--- config.mk ---
export PLATFORM = sky130hd
export DESIGN_NAME = nvs_ram
export DESIGN_NICKNAME = d
export VERILOG_FILES = /design/src/hw/rtl/nearest_vertex_search_defines.svh /design/src/hw/rtl/nvs_ram.sv
export SDC_FILE = /design/constraint.sdc
export NUM_CORES = 2
export LEC_CHECK = 0
export BUFFER_PORTS_ARGS = -buffer_cell sky130_fd_sc_hd__buf_2
export CORE_ASPECT_RATIO = 1.25
export CORE_MARGIN = 5
export CORE_UTILIZATION = 63
export DETAILED_ROUTE_END_ITERATION = 10
export PLACE_DENSITY = 0.77
export SKIP_LAST_GASP = 1
export SYNTH_ARGS = -nofsm -noshare
export SYNTH_HDL_FRONTEND = slang
export SYNTH_SLANG_ARGS = --single-unit
export TNS_END_PERCENT = 20
--- constraint.sdc ---
create_clock -name clk_i -period 2.6 [get_ports clk_i]
set_input_delay 0.26 -clock clk_i [delete_from_list [all_inputs] [get_ports clk_i]]
set_output_delay 0.26 -clock clk_i [all_outputs]
set_load 0.01 [all_outputs]
--- src/hw/rtl/nearest_vertex_search_defines.svh ---
// Assertion macros for the nearest vertex search block.
// Included by files that carry concurrent assertions; needs clk_i and rst_ni in scope.
`ifndef NEAREST_VERTEX_SEARCH_DEFINES_SVH
`define NEAREST_VERTEX_SEARCH_DEFINES_SVH

`ifndef SYNTHESIS
// Checked on every rising edge outside reset
`define NVS_ASSERT(lbl, prop, msg) \
  lbl: assert property (@(posedge clk_i) disable iff (!rst_ni) (prop)) else $error(msg);
// Checked on every rising edge, reset included
`define NVS_ASSERT_ALWAYS(lbl, prop, msg) \
  lbl: assert property (@(posedge clk_i) (prop)) else $error(msg);
`else
`define NVS_ASSERT(lbl, prop, msg)
`define NVS_ASSERT_ALWAYS(lbl, prop, msg)
`endif

`endif

--- src/hw/rtl/nvs_ram.sv ---
// Generic simple dual-port RAM: one write port, one read port, registered read data.
// No dependencies.
`default_nettype none

module nvs_ram #(
  parameter int unsigned WIDTH = 8,
  parameter int unsigned DEPTH = 256
) (
  input  wire logic                     clk_i,
  input  wire logic                     we_i,
  input  wire logic [$clog2(DEPTH)-1:0] waddr_i,
  input  wire logic [WIDTH-1:0]         wdata_i,
  input  wire logic [$clog2(DEPTH)-1:0] raddr_i,
  output logic      [WIDTH-1:0]         rdata_o
);

  logic [WIDTH-1:0] mem_q [DEPTH];
  logic [WIDTH-1:0] rdata_q;

  // Write port and registered read port
  always_ff @(posedge clk_i) begin
    if (we_i) begin
      mem_q[waddr_i] <= wdata_i;
    end
    rdata_q <= mem_q[raddr_i];
  end

  assign rdata_o = rdata_q;

endmodule

`default_nettype wire

# Yosys cells after proc, flatten, opt, wreduce, memory -nomap -nowiden
# Memory sizes are Yosys's and may differ from the RTL's. A register that Yosys moved wholly into a read port is not among the register bits.
# Index checks and enable logic that the tools add are counted.
[totals]
ff_bits = 0
mem_bits_rw = 2048
input_bits = 26
out_inout_bits = 8
word_cells = 3
mem_count = 1
[mem_list]
columns = ["name", "depth", "word_bits", "read_ports", "rd_clocked_by_memory_dff", "write_ports", "line_no", "text"]
rows = [
  ["mem_q", 256, 8, 1, 1, 1, "nvs_ram.sv:17", "logic [WIDTH-1:0] mem_q [DEPTH];"],
]
[classes]
muxes = 2
[op_table]
columns = ["cell", "count"]
rows = [
  ["1-bit two-way mux", 2],
]

# Logic depth before layout (Yosys ltp)
[logic_depth]
ltp_word = 2
depth_mapped = 11
depth_no_buf = 6

# Worst setup path before layout
# OpenSTA, ideal clock, no wires.
[synth_path]
kind = "input to register"
from = "input raddr_i[0]"
to = "register rdata_q[2], in the netlist rdata_o[2], read port of mem_q"
setup_time_ns = 0.131
arrival_time_ns = 2.067
t_required_ns = 2.469
path_slack_ns = 0.402
path_stages = 9
cell_sequence = "buf_6 > buf_12 > buf_8 > buf_2 > mux4_2 > a22oi_1 > a21oi_1 > nor4_1 > nor4_2"
[synth_rtl]
columns = ["element", "line_no", "text"]
rows = [
  ["from (decl)", "nvs_ram.sv:13", "input wire logic [$clog2(DEPTH)-1:0] raddr_i,"],
  ["to (decl)", "nvs_ram.sv:18", "logic [WIDTH-1:0] rdata_q;"],
]

==> metrics.yaml <==
detailed_routing:
  drt_iter0_markers: 7110
  antenna_left: 0
  wl_per_cell_um: 33.8
  drc: 0
  vias: 42700
  firstDrtPassIters: 6
  wirelength_um: 208000
  viasPerCell: 6.92
sta:
  max_freq_mhz: 384
  final.setup.tns_ps: -3.85
  rsz0062_at_grt: "true"
  setup_violations: 1
  post-route-period-util_pct: 100
  worst_hold_slack_ps: 61.3
  worstMarginPinSlew_ps: 1010
  period_needed_ps: 2600
  hold_viol_final: 0
  fin_worst_skew_ps: 23.9
  drv_slew: 0
  setup_slack_ps: -3.85
  max_slew_margin_pct: 32.7
power_and_ir_drop:
  cellPowerDensity_nw_per_um2: 722
  seqPwrFrac_pct: 55.0
  switching_share_pct: 21.1
  ir_worst_vdd_v: 0.000652
  internal_power_w: 0.0525
  fin_total_pwr_w: 0.0666
  p_leak_nw: 30.0
  p_comb_share_pct: 5.8
  clkPwrFrac_pct: 39.3
  power_switching_w: 0.0140
min_path:
  hold_depth: 1
  hold_start: "wdata_i[5]"
  hold_path_end: "mem_q[155][5]"
  hold_path.class: "input port to flip-flop"
worst_setup_path:
  r2r_setup_slack_ps: -4
  reg2regPathDepth: 8
  startpoint_type: "flip-flop"
  worstPathMaxFanout: 1
  worstSetupPathType: "flip-flop to flip-flop"
  cp.arrival_ps: 3310
  r2r-start: "mem_q[43][3]"
  reg2reg_to: "rdata_o[3]"
  worstPathRequired_ps: 3310
  cp-end-kind: "flip-flop"
die:
  coreArea_um2: 125000
  die-area_um2: 134000
  rows: 145
  die_w_um: 328
  dieHeight_um: 407
  num_io_pins: 34
  start_util_pct: 63.6
clocking:
  path_clk_slew_ps: 60
  post-cts-setup-buffer-count: 0
  clock_latency_ps: 820
  clock-root-buffer: "clkbuf_16"
  clock-sinks: 2056
  cts_tree: "done"
  clockBufferDepth: 3
  htreeDepth: 4
  cts_buffers: 182
grt:
  grt_usage_pct: 31.5
  grt_max_degree: 113
  grt_pass1_vias: 43200
  antenna_found_initial: 14
  overflow: 0
  grt_pass1_wl_um: 302000
cells_and_area:
  fin_area_um2: 92200
  layout.nets: 4422
  utilization_pct: 73.7
  areaGrowthSynthToFinish_pct: 15.9
  drive_gt1_share_pct: 31.7
synth:
  syn_area_um2: 79600
  synth_cells: 3733
  syn-num-nets: 3759
  avgSynthCellArea_um2: 21.3
  async_flop_share_pct: 0
  ys_seq_area_share_pct: 77.5
  ys_seq_elements: 2056
  yosysWarnings: 0
  synthFlopType: "edfxtp_1"
  ys_types: 55
  synth_edf_count: 2048
placed_design:
  io_buffers: 33
  place_congestion: 0.898
  dpl_cell_area_um2: 86400
  hpwl_um: 130000
flow_run:
  cap_violations: 0
run_status:
  violations: "negative setup slack"
  status: "finished, violations left"
-- sequential cells by signal, indices dropped and copies added, names as in the netlist --
signal	cells
mem_q	2048
rdata_o	8
-- cell families (layout without fill, tap and decap cells) --
group,Yosys count,in the layout,share of synthesized area (%)
AOI/OAI and AO/OA,385,385,3.42
other,0,5,0
DFF,2056,2056,77.5
and+or+nand+nor,466,466,2.63
muxes,591,591,14.6
buffers and inverters,235,1042,1.83
-- placed cells by master, fill, tap and decap left out, types with 9 or more instances in the layout --
cell type,n
clkbuf_8,19
buf_4,604
nor2_1,279
buf_2,21
nand2_1,33
a22oi_1,133
clkbuf_1,39
nor3_1,21
o221ai_1,46
nand4_1,10
buf_12,72
bufinv_16,9
nor2b_1,28
edfxtp_1,2048
clkinv_2,33
clkinv_1,35
a221oi_1,11
mux2i_1,134
o211ai_1,10
o22ai_1,28
nor4_1,24
clkbuf_16,189
a211oi_1,16
a21oi_1,96
nand3_1,34
o21ai_0,10
mux4_2,454
-- power by group through the flow --
stage                     Combinational (W)  Sequential [W]  Clock [W]
final                               0.00383          0.0366     0.0261
after global routing                0.00396          0.0366     0.0279
after CTS                           0.00379          0.0366     0.0263
after detailed placement            0.00372          0.0373          0
after global placement              0.00364          0.0373          0
after floorplan                     0.00177          0.0373          0
-- cell type report --
cell class,instances,area (um2)
multi-input combinational,1442,16500
tap,1617,2020
fill,6594,33000
inverter,2,7.51
clock inverter,89,707
clock buffer,239,5030
sequential,2056,61700
antenna,5,12.5
timing repair buffer,712,6270
-- how the worst max path moves through the flow --
stage | startpoint | to | slack (ps) | cells past startpoint
3_3_place_gp | raddr_i[0] | rdata_o[3] | -870 | 10
5_1_grt | mem_q[43][3] | rdata_o[3] | -40 | 8
2_1_floorplan | raddr_i[0] | rdata_o[2] | 400 | 9
3_5_place_dp | raddr_i[0] | rdata_o[3] | -870 | 10
4_1_cts | mem_q[210][5] | rdata_o[5] | -130 | 7
6_report | mem_q[43][3] | rdata_o[3] | -4 | 8
-- routing by layer --
metal / GRT usage, % / vias to the layer above / wire length, um / part of all wire [%]
met1: 42.5 / 21800 / 69600 / 33
met2: 50.2 / 3218 / 102000 / 49
li1: - / 17000 / - / -
met5: 0 / - / 67 / 0.032
met3: 6.69 / 611 / 24400 / 12
met4: 15.2 / 10 / 12500 / 6.0
-- cell usage after synthesis (all sizes together) (4+ instances only) --
library cell  number  area [um2]
a2111oi            5        52.6
a211oi            16         120
a21oi             96         480
a221oi            14         129
a22o               8        70.1
a22oi            133         998
and2               6        37.5
buf              122        1030
clkbuf           111         417
dfxtp              8         160
edfxtp          2048       61500
mux2i            134        1340
mux4             456       10300
nand2             33         124
nand2b             8        50.1
nand3             34         170
nand4             10        62.6
nor2             282        1060
nor2b             31         194
nor3              22         110
nor4              27         188
o211ai            10        75.1
o21ai             12        60.1
o221ai            47         418
o22a               5        43.8
o22ai             28         175
o32ai              5        51.3
or2                4        25.0
-- worst max-delay path, cell delays in order, from the launching register on --
cell,delay [ps]
edfxtp_1,370
mux4_2,470
nand2b_1,160
a311oi_1,380
buf_4,190
o221ai_1,140
a211oi_1,550
buf_4,210
nor4_1,40
-- through the flow --
stage | setup WS [ps] | std cells
final | -3.85 | 6162
after global routing | -38.4 | 6157
after CTS | -129 | 6157
after detailed placement | -868 | 5824
after global placement | -866 | 5824
after floorplan | 402 | 3733
-- what timing repair did --
item | CTS | global route
pin swaps | 0 | 0
gates cloned | 0 | 0
endpoints found under the hold margin | 127 | 0
resized for setup | 1 | 2
hold buffers | 5 | 0
endpoints found under the setup margin | 2 | 3
Note: power is estimated with default switching activity, not from simulation.
