--- src/hw/rtl/nearest_vertex_search_defines.svh ---
// Assertion macros for the nearest vertex search block.
// Included by files that carry concurrent assertions; needs clk_i and rst_ni in scope.
`ifndef NEAREST_VERTEX_SEARCH_DEFINES_SVH
`define NEAREST_VERTEX_SEARCH_DEFINES_SVH

`ifndef SYNTHESIS
// Checked on every rising edge outside reset
`define NVS_ASSERT(lbl, prop, msg) \
  lbl: assert property (@(posedge clk_i) disable iff (!rst_ni) (prop)) else $error(msg);
// Checked on every rising edge, reset included
`define NVS_ASSERT_ALWAYS(lbl, prop, msg) \
  lbl: assert property (@(posedge clk_i) (prop)) else $error(msg);
`else
`define NVS_ASSERT(lbl, prop, msg)
`define NVS_ASSERT_ALWAYS(lbl, prop, msg)
`endif

`endif

--- src/hw/rtl/nvs_sqrt.sv ---
// Iterative floor square root, one result bit per cycle (digit-by-digit restoring form).
// No dependencies; instanced by the nearest vertex search top level.
`default_nettype none

module nvs_sqrt #(
  parameter int unsigned IN_W = 44
) (
  input  wire logic                clk_i,
  input  wire logic                rst_ni,
  input  wire logic                start_i,
  input  wire logic [IN_W-1:0]     radicand_i,
  output logic                     done_o,
  output logic      [IN_W/2-1:0]   root_o
);

  localparam int unsigned RW    = IN_W / 2;
  localparam int unsigned CNT_W = $clog2(RW);

  typedef enum logic [1:0] {
    SQ_IDLE = 2'b01,
    SQ_RUN  = 2'b10
  } sq_state_e;

  sq_state_e        state_q;
  logic             done_q;
  logic [CNT_W-1:0] cnt_q;
  logic [IN_W-1:0]  rad_q;
  logic [RW+1:0]    rem_q;
  logic [RW-1:0]    root_q;

  logic [RW+1:0] rem_sh;
  logic [RW+1:0] trial;
  logic          take;

  // One step: bring down two radicand bits and try the next root bit
  assign rem_sh = {rem_q[RW-1:0], rad_q[IN_W-1 -: 2]};
  assign trial  = {root_q, 2'b01};
  assign take   = rem_sh >= trial;

  // Sequencer
  always_ff @(posedge clk_i or negedge rst_ni) begin
    if (!rst_ni) begin
      state_q <= SQ_IDLE;
      done_q  <= 1'b0;
      cnt_q   <= '0;
    end else begin
      done_q <= 1'b0;
      case (state_q)
        SQ_IDLE: begin
          if (start_i) begin
            cnt_q   <= CNT_W'(RW - 1);
            state_q <= SQ_RUN;
          end
        end
        SQ_RUN: begin
          if (cnt_q == '0) begin
            done_q  <= 1'b1;
            state_q <= SQ_IDLE;
          end else begin
            cnt_q <= cnt_q - 1'b1;
          end
        end
        default: state_q <= SQ_IDLE;
      endcase
    end
  end

  // Datapath
  always_ff @(posedge clk_i) begin
    if (state_q == SQ_IDLE && start_i) begin
      rad_q  <= radicand_i;
      rem_q  <= '0;
      root_q <= '0;
    end else if (state_q == SQ_RUN) begin
      rad_q  <= rad_q << 2;
      rem_q  <= take ? (rem_sh - trial) : rem_sh;
      root_q <= {root_q[RW-2:0], take};
    end
  end

  assign done_o = done_q;
  assign root_o = root_q;

endmodule

`default_nettype wire

--- config.mk ---
export PLATFORM = sky130hd
export DESIGN_NAME = nvs_sqrt
export DESIGN_NICKNAME = d
export VERILOG_FILES = /design/src/hw/rtl/nearest_vertex_search_defines.svh /design/src/hw/rtl/nvs_sqrt.sv
export SDC_FILE = /design/constraint.sdc
export NUM_CORES = 1
export LEC_CHECK = 0
export BUFFER_PORTS_ARGS = -buffer_cell sky130_fd_sc_hd__clkbuf_2
export CORE_MARGIN = 4
export CORE_UTILIZATION = 52
export DETAILED_ROUTE_END_ITERATION = 12
export MAX_ROUTING_LAYER = met4
export PLACE_DENSITY = 0.87
export SYNTH_ARGS = -nofsm -noshare
export SYNTH_HDL_FRONTEND = slang
export SYNTH_SLANG_ARGS = --single-unit
--- constraint.sdc ---
create_clock -name clk_i -period 2.4 [get_ports clk_i]
set_clock_uncertainty 0.15 [all_clocks]
set_input_delay 0.24 -clock clk_i [delete_from_list [all_inputs] [get_ports clk_i]]
set_output_delay 0.24 -clock clk_i [all_outputs]
set_load 0.02 [all_outputs]
# Yosys cells after proc, flatten, opt, wreduce, memory -nomap -nowiden

Cells that the tools add are included.

Bits in registers: 96
Output and inout bits: 23
Input port bits: 47

Eq/ne operators: 5
Add/subtract/negate cells: 2
$lt $le $gt $ge: 1
Reduce and logical (&&, ||, !) cells: 6
Multiplexer cells: 11

Operator list:

| kind                  | number |
|---|---|
| $mux W44              | 2 |
| $ge A24 B24 Y1        | 1 |
| $mux W22              | 1 |
| $sub A22 B22 Y22      | 1 |
| $mux W5               | 2 |
| $pmux W5 S2           | 1 |
| $ne A2 B2 Y1 const B  | 3 |
| $logic_not A5 Y1      | 1 |
| $sub A5 B1 Y5 const B | 1 |
| $mux W2               | 2 |
| $pmux W2 S2           | 1 |
| $reduce_bool A2 Y1    | 2 |
| $reduce_and A3 Y1     | 1 |
| $eq A2 B1 Y1 const B  | 1 |
| $eq A2 B2 Y1 const B  | 1 |
| $mux W1               | 2 |
| $reduce_and A2 Y1     | 1 |
| $logic_and A1 B1 Y1   | 1 |

# Depth between registers and ports, before layout

Depth after elaboration: 3
Mapped depth: 13

# Least setup slack after synthesis

No wires, ideal clock.

Kind: flip-flop to flip-flop
Start point: register root_q[7] (netlist: root_o[7])
End point: register rem_q[18]
Slack: -399 ps
Setup time: 122 ps
Clock period less this slack: 2799 ps
Stages on the path, launching flop included: 13
Data arrival time: 2527 ps
Path through: dfxtp_1 inv_1 ha_1 buf_4 and3_1 and2_1 nand2_1 o311a_1 o31a_1 buf_6 and2_4 buf_6 a221o_1

Longest elaborated chain between the ends: 2
Elaborated cells between the ends (all ways): 3
Classes of those cells: 1 x add/sub; 1 x order compare; 1 x mux

Ends and longest elaborated chain:

| item                                               | RTL line                       | RTL |
|---|---|---|
| from (decl)                                        | nvs_sqrt.sv:29                 | `logic [RW-1:0] root_q;` |
| from (signal assigned)                             | nvs_sqrt.sv:77                 | `root_q <= {root_q[RW-2:0], take};` |
| $sub A22 B22 Y22 or $ge A24 B24 Y1 (tied branches) | nvs_sqrt.sv:76, nvs_sqrt.sv:38 |  |
| $mux W22 *                                         | nvs_sqrt.sv:76                 | `rem_q <= take ? (rem_sh - trial) : rem_sh;` |
| to (signal assigned)                               | nvs_sqrt.sv:76                 |  |
| to (decl)                                          | nvs_sqrt.sv:28                 | `logic [RW+1:0] rem_q;` |

Mark *: on every way between the ends. The rest lies on a longest branch, timed or not.
A chain may end at the register's enable or synchronous reset.

# Worst setup path after layout

Start point: register root_q[2] (netlist: root_o[2])
End point: register rem_q[19]

The elaborated chain is that of the path after synthesis.

==> results.json <==
{
  "path_delay_family": "compound AO/OA/AOI/OAI gates",
  "layout_min_cycle_time_ns": 2.62,
  "drt-pass1-iter-count": 6,
  "gp_congestion": 0.956,
  "yosys.area.top_type_share_pct": 26.5,
  "whs_ns": -0.00280,
  "grt_pass1_wl_microns": 23000,
  "rsz0062_at_grt": "true",
  "ant_nets": 0,
  "diodes": 0,
  "dp_hpwl_microns": 8750,
  "post-route-period-util_pct": 109,
  "viasPerCell": 5.63,
  "row_count": 35,
  "fin_nets": 826,
  "hp-class": "in2reg",
  "cp-end-kind": "register",
  "worst-r2r-cell-count": 11,
  "vias": 4990,
  "slew_headroom_pct": 58.4,
  "routed_wirelength_microns": 15300,
  "io_buffer_count": 69,
  "hold_viol_final": 1,
  "syn-cell-area_sq_um": 4990,
  "synth.distinct_cells": 55,
  "clock-sinks": 96,
  "clk_latency_ns": 0.39,
  "antenna_found_initial": 0,
  "post-route-util_pct": 76.4,
  "drt_iter0_drc": 361,
  "fin_ws_ns": -0.223,
  "grtUsageTotal_pct": 25.8,
  "cts_tree": "done",
  "crit_start": "root_o[2]$_SDFFE_PP0P_",
  "overflow": 0,
  "r2r_start": "root_o[2]$_SDFFE_PP0P_",
  "area_growth_pct": 42.0,
  "cp.arrival_ns": 2.80,
  "crit_path_top_delay_cell": "dfxtp_2",
  "fmax_ghz": 0.381,
  "core-area_sq_um": 9280,
  "tightest_slew_ns": 0.624,
  "yosys-top-cells-area": "edfxtp_1 (26%), dfxtp_1 (18%), nand2_1 (12%)",
  "path_buf_inv": 2,
  "routedWlPerCell_microns": 17.3,
  "ys.flop_type": "edfxtp_1",
  "critical_path.max_stage_delay_ns": 0.36,
  "cts_max_path_buffers": 2,
  "die_x_microns": 106,
  "critical_path_class": "reg2reg",
  "synth-seq-area-share_pct": 48.1,
  "worstPathCellList": "inv_2, ha_4, buf_4, nand4_1, nor4_2, o21ai_1, o311a_1, o31a_4, nand2b_4, a311oi_2, a221o_1",
  "start_kind": "register",
  "die_h_microns": 106,
  "violations": "hold timing, setup timing",
  "cts-buffers-inserted": 9,
  "ios": 70,
  "finalSetupViolCount": 23,
  "finalMaxSlewViolations": 0,
  "ys_seq_elements": 96,
  "clkSlewWorstSetupHoldPaths_ns": 0.10,
  "min-delay-start": "radicand_i[28]",
  "status": "complete, but fails checks",
  "netlist_top_cells_count": "nand2_1 (156), o21ai_0 (49), dfxtp_1 (44), edfxtp_1 (44), inv_1 (33)",
  "htreeDepth": 3,
  "r2r-end": "rem_q[19]$_SDFFE_PP0P_",
  "clockRootBuffer": "clkbuf_8",
  "start_util_pct": 53.8,
  "rrSetupSlack_ns": -0.22,
  "synth_area_leader_cell": "edfxtp_1",
  "postSynthAreaPerCell_sq_um": 8.73,
  "ys_warn_count": 0,
  "drive_gt1_share_pct": 35.1,
  "whs_path_depth": 3,
  "path_max_fanout": 7,
  "yosysMostFrequentCell": "nand2_1",
  "syn_nets": 645,
  "dieArea_sq_um": 11200,
  "holdPathEnd": "rad_q[28]$_DFFE_PP_",
  "required_ns": 2.58,
  "cap_violations": 0,
  "synthArstFlopShare_pct": 8.33,
  "grt_start_max_net_pins": 46,
  "synth-edff-count": 44,
  "drc": 0,
  "grt_pass1_vias": 4929,
  "synthCells": 572
}
## worst max path at each step
stage                                        end  depth (start not counted)
final                     rem_q[19]$_SDFFE_PP0P_                         11
after CTS                 rem_q[12]$_SDFFE_PP0P_                         11
after detailed placement   rem_q[1]$_SDFFE_PP0P_                         11
after floorplan           rem_q[18]$_SDFFE_PP0P_                         12
after global routing      rem_q[19]$_SDFFE_PP0P_                         10
after global placement     rem_q[8]$_SDFFE_PP0P_                         10
## routing by layer
layer | share of wire [%] | global-route usage (%)
met1 | 37 | 29.8
met2 | 51 | 45.7
met3 | 7.3 | 4.68
met4 | 4.5 | 8.05
met5 | 0 | -
## tightest hold or removal path, delay by kind of cell
kind	cells	cell delay, ns
buffers and inverters	1	0.08
AND/OR/NAND/NOR	2	0.09
## per-stage QoR
stage / cell area, sq um / hold slack, ns / TNS (ns) / cells / worst slack (ns)
after floorplan: 5090 / -0.206 / -2.04 / 572 / -0.210
after global routing: 7090 / 0.0118 / -4.22 / 887 / -0.285
after detailed placement: 6060 / -0.0507 / -2.25 / 817 / -0.178
after global placement: 6060 / -0.0623 / -0.448 / 817 / -0.0585
final: 7090 / -0.00280 / -1.87 / 887 / -0.223
after CTS: 6850 / 0.00231 / -1.12 / 882 / -0.0892
## state kept, by name (all words and copies together), names as in the netlist
| register | cells |
|---|---|
| rem_q | 22 |
| done_o | 1 |
| root_o | 22 |
| cnt_q | 5 |
| state_q | 2 |
| rad_q | 44 |
## cell families after synthesis
group | after synthesis | share of synthesized area (%)
xor gates and xnor gates | 22 | 3.86
DFF | 96 | 48.1
adders and majority gates | 26 | 6.51
AOI/OAI and AO/OA | 125 | 14.9
muxes | 4 | 0.827
buffers and inverters | 63 | 5.39
and+or+nand+nor | 236 | 20.4
## final cells by class
cell class                      instances  area [sq um]
Clock inverter                          6          51.3
Clock buffer                           10           128
Multi-Input combinational cell        413          2690
Sequential cell                        96          2430
Inverter                               33           130
Timing Repair Buffer                  200          1500
Fill cell                             593          2190
Tap cell                              129           161
## placed cells by master, fill, tap and decap left out, types with 19 or more instances in the layout
cell           instances
buf_4                 81
o21ai_1               19
inv_1                 25
nand2_1              152
o21ai_0               28
clkbuf_2              69
a21oi_1               24
edfxtp_1              44
nand3_1               25
dlygate4sd3_1         39
dfxtp_1               28
## repair_timing
action / in CTS / in global routing
endpoints found under the setup margin: 23 / 23
pin swaps: 10 / 30
resized for setup: 35 / 61
setup buffers: 10 / 4
hold buffers: 39 / 0
gates cloned: 0 / 1
hold endpoints to repair: 46 / 0
Power is left out: the tool's default activity adds up to more than one toggle a clock period on the data nets, which glitch-free logic cannot reach.
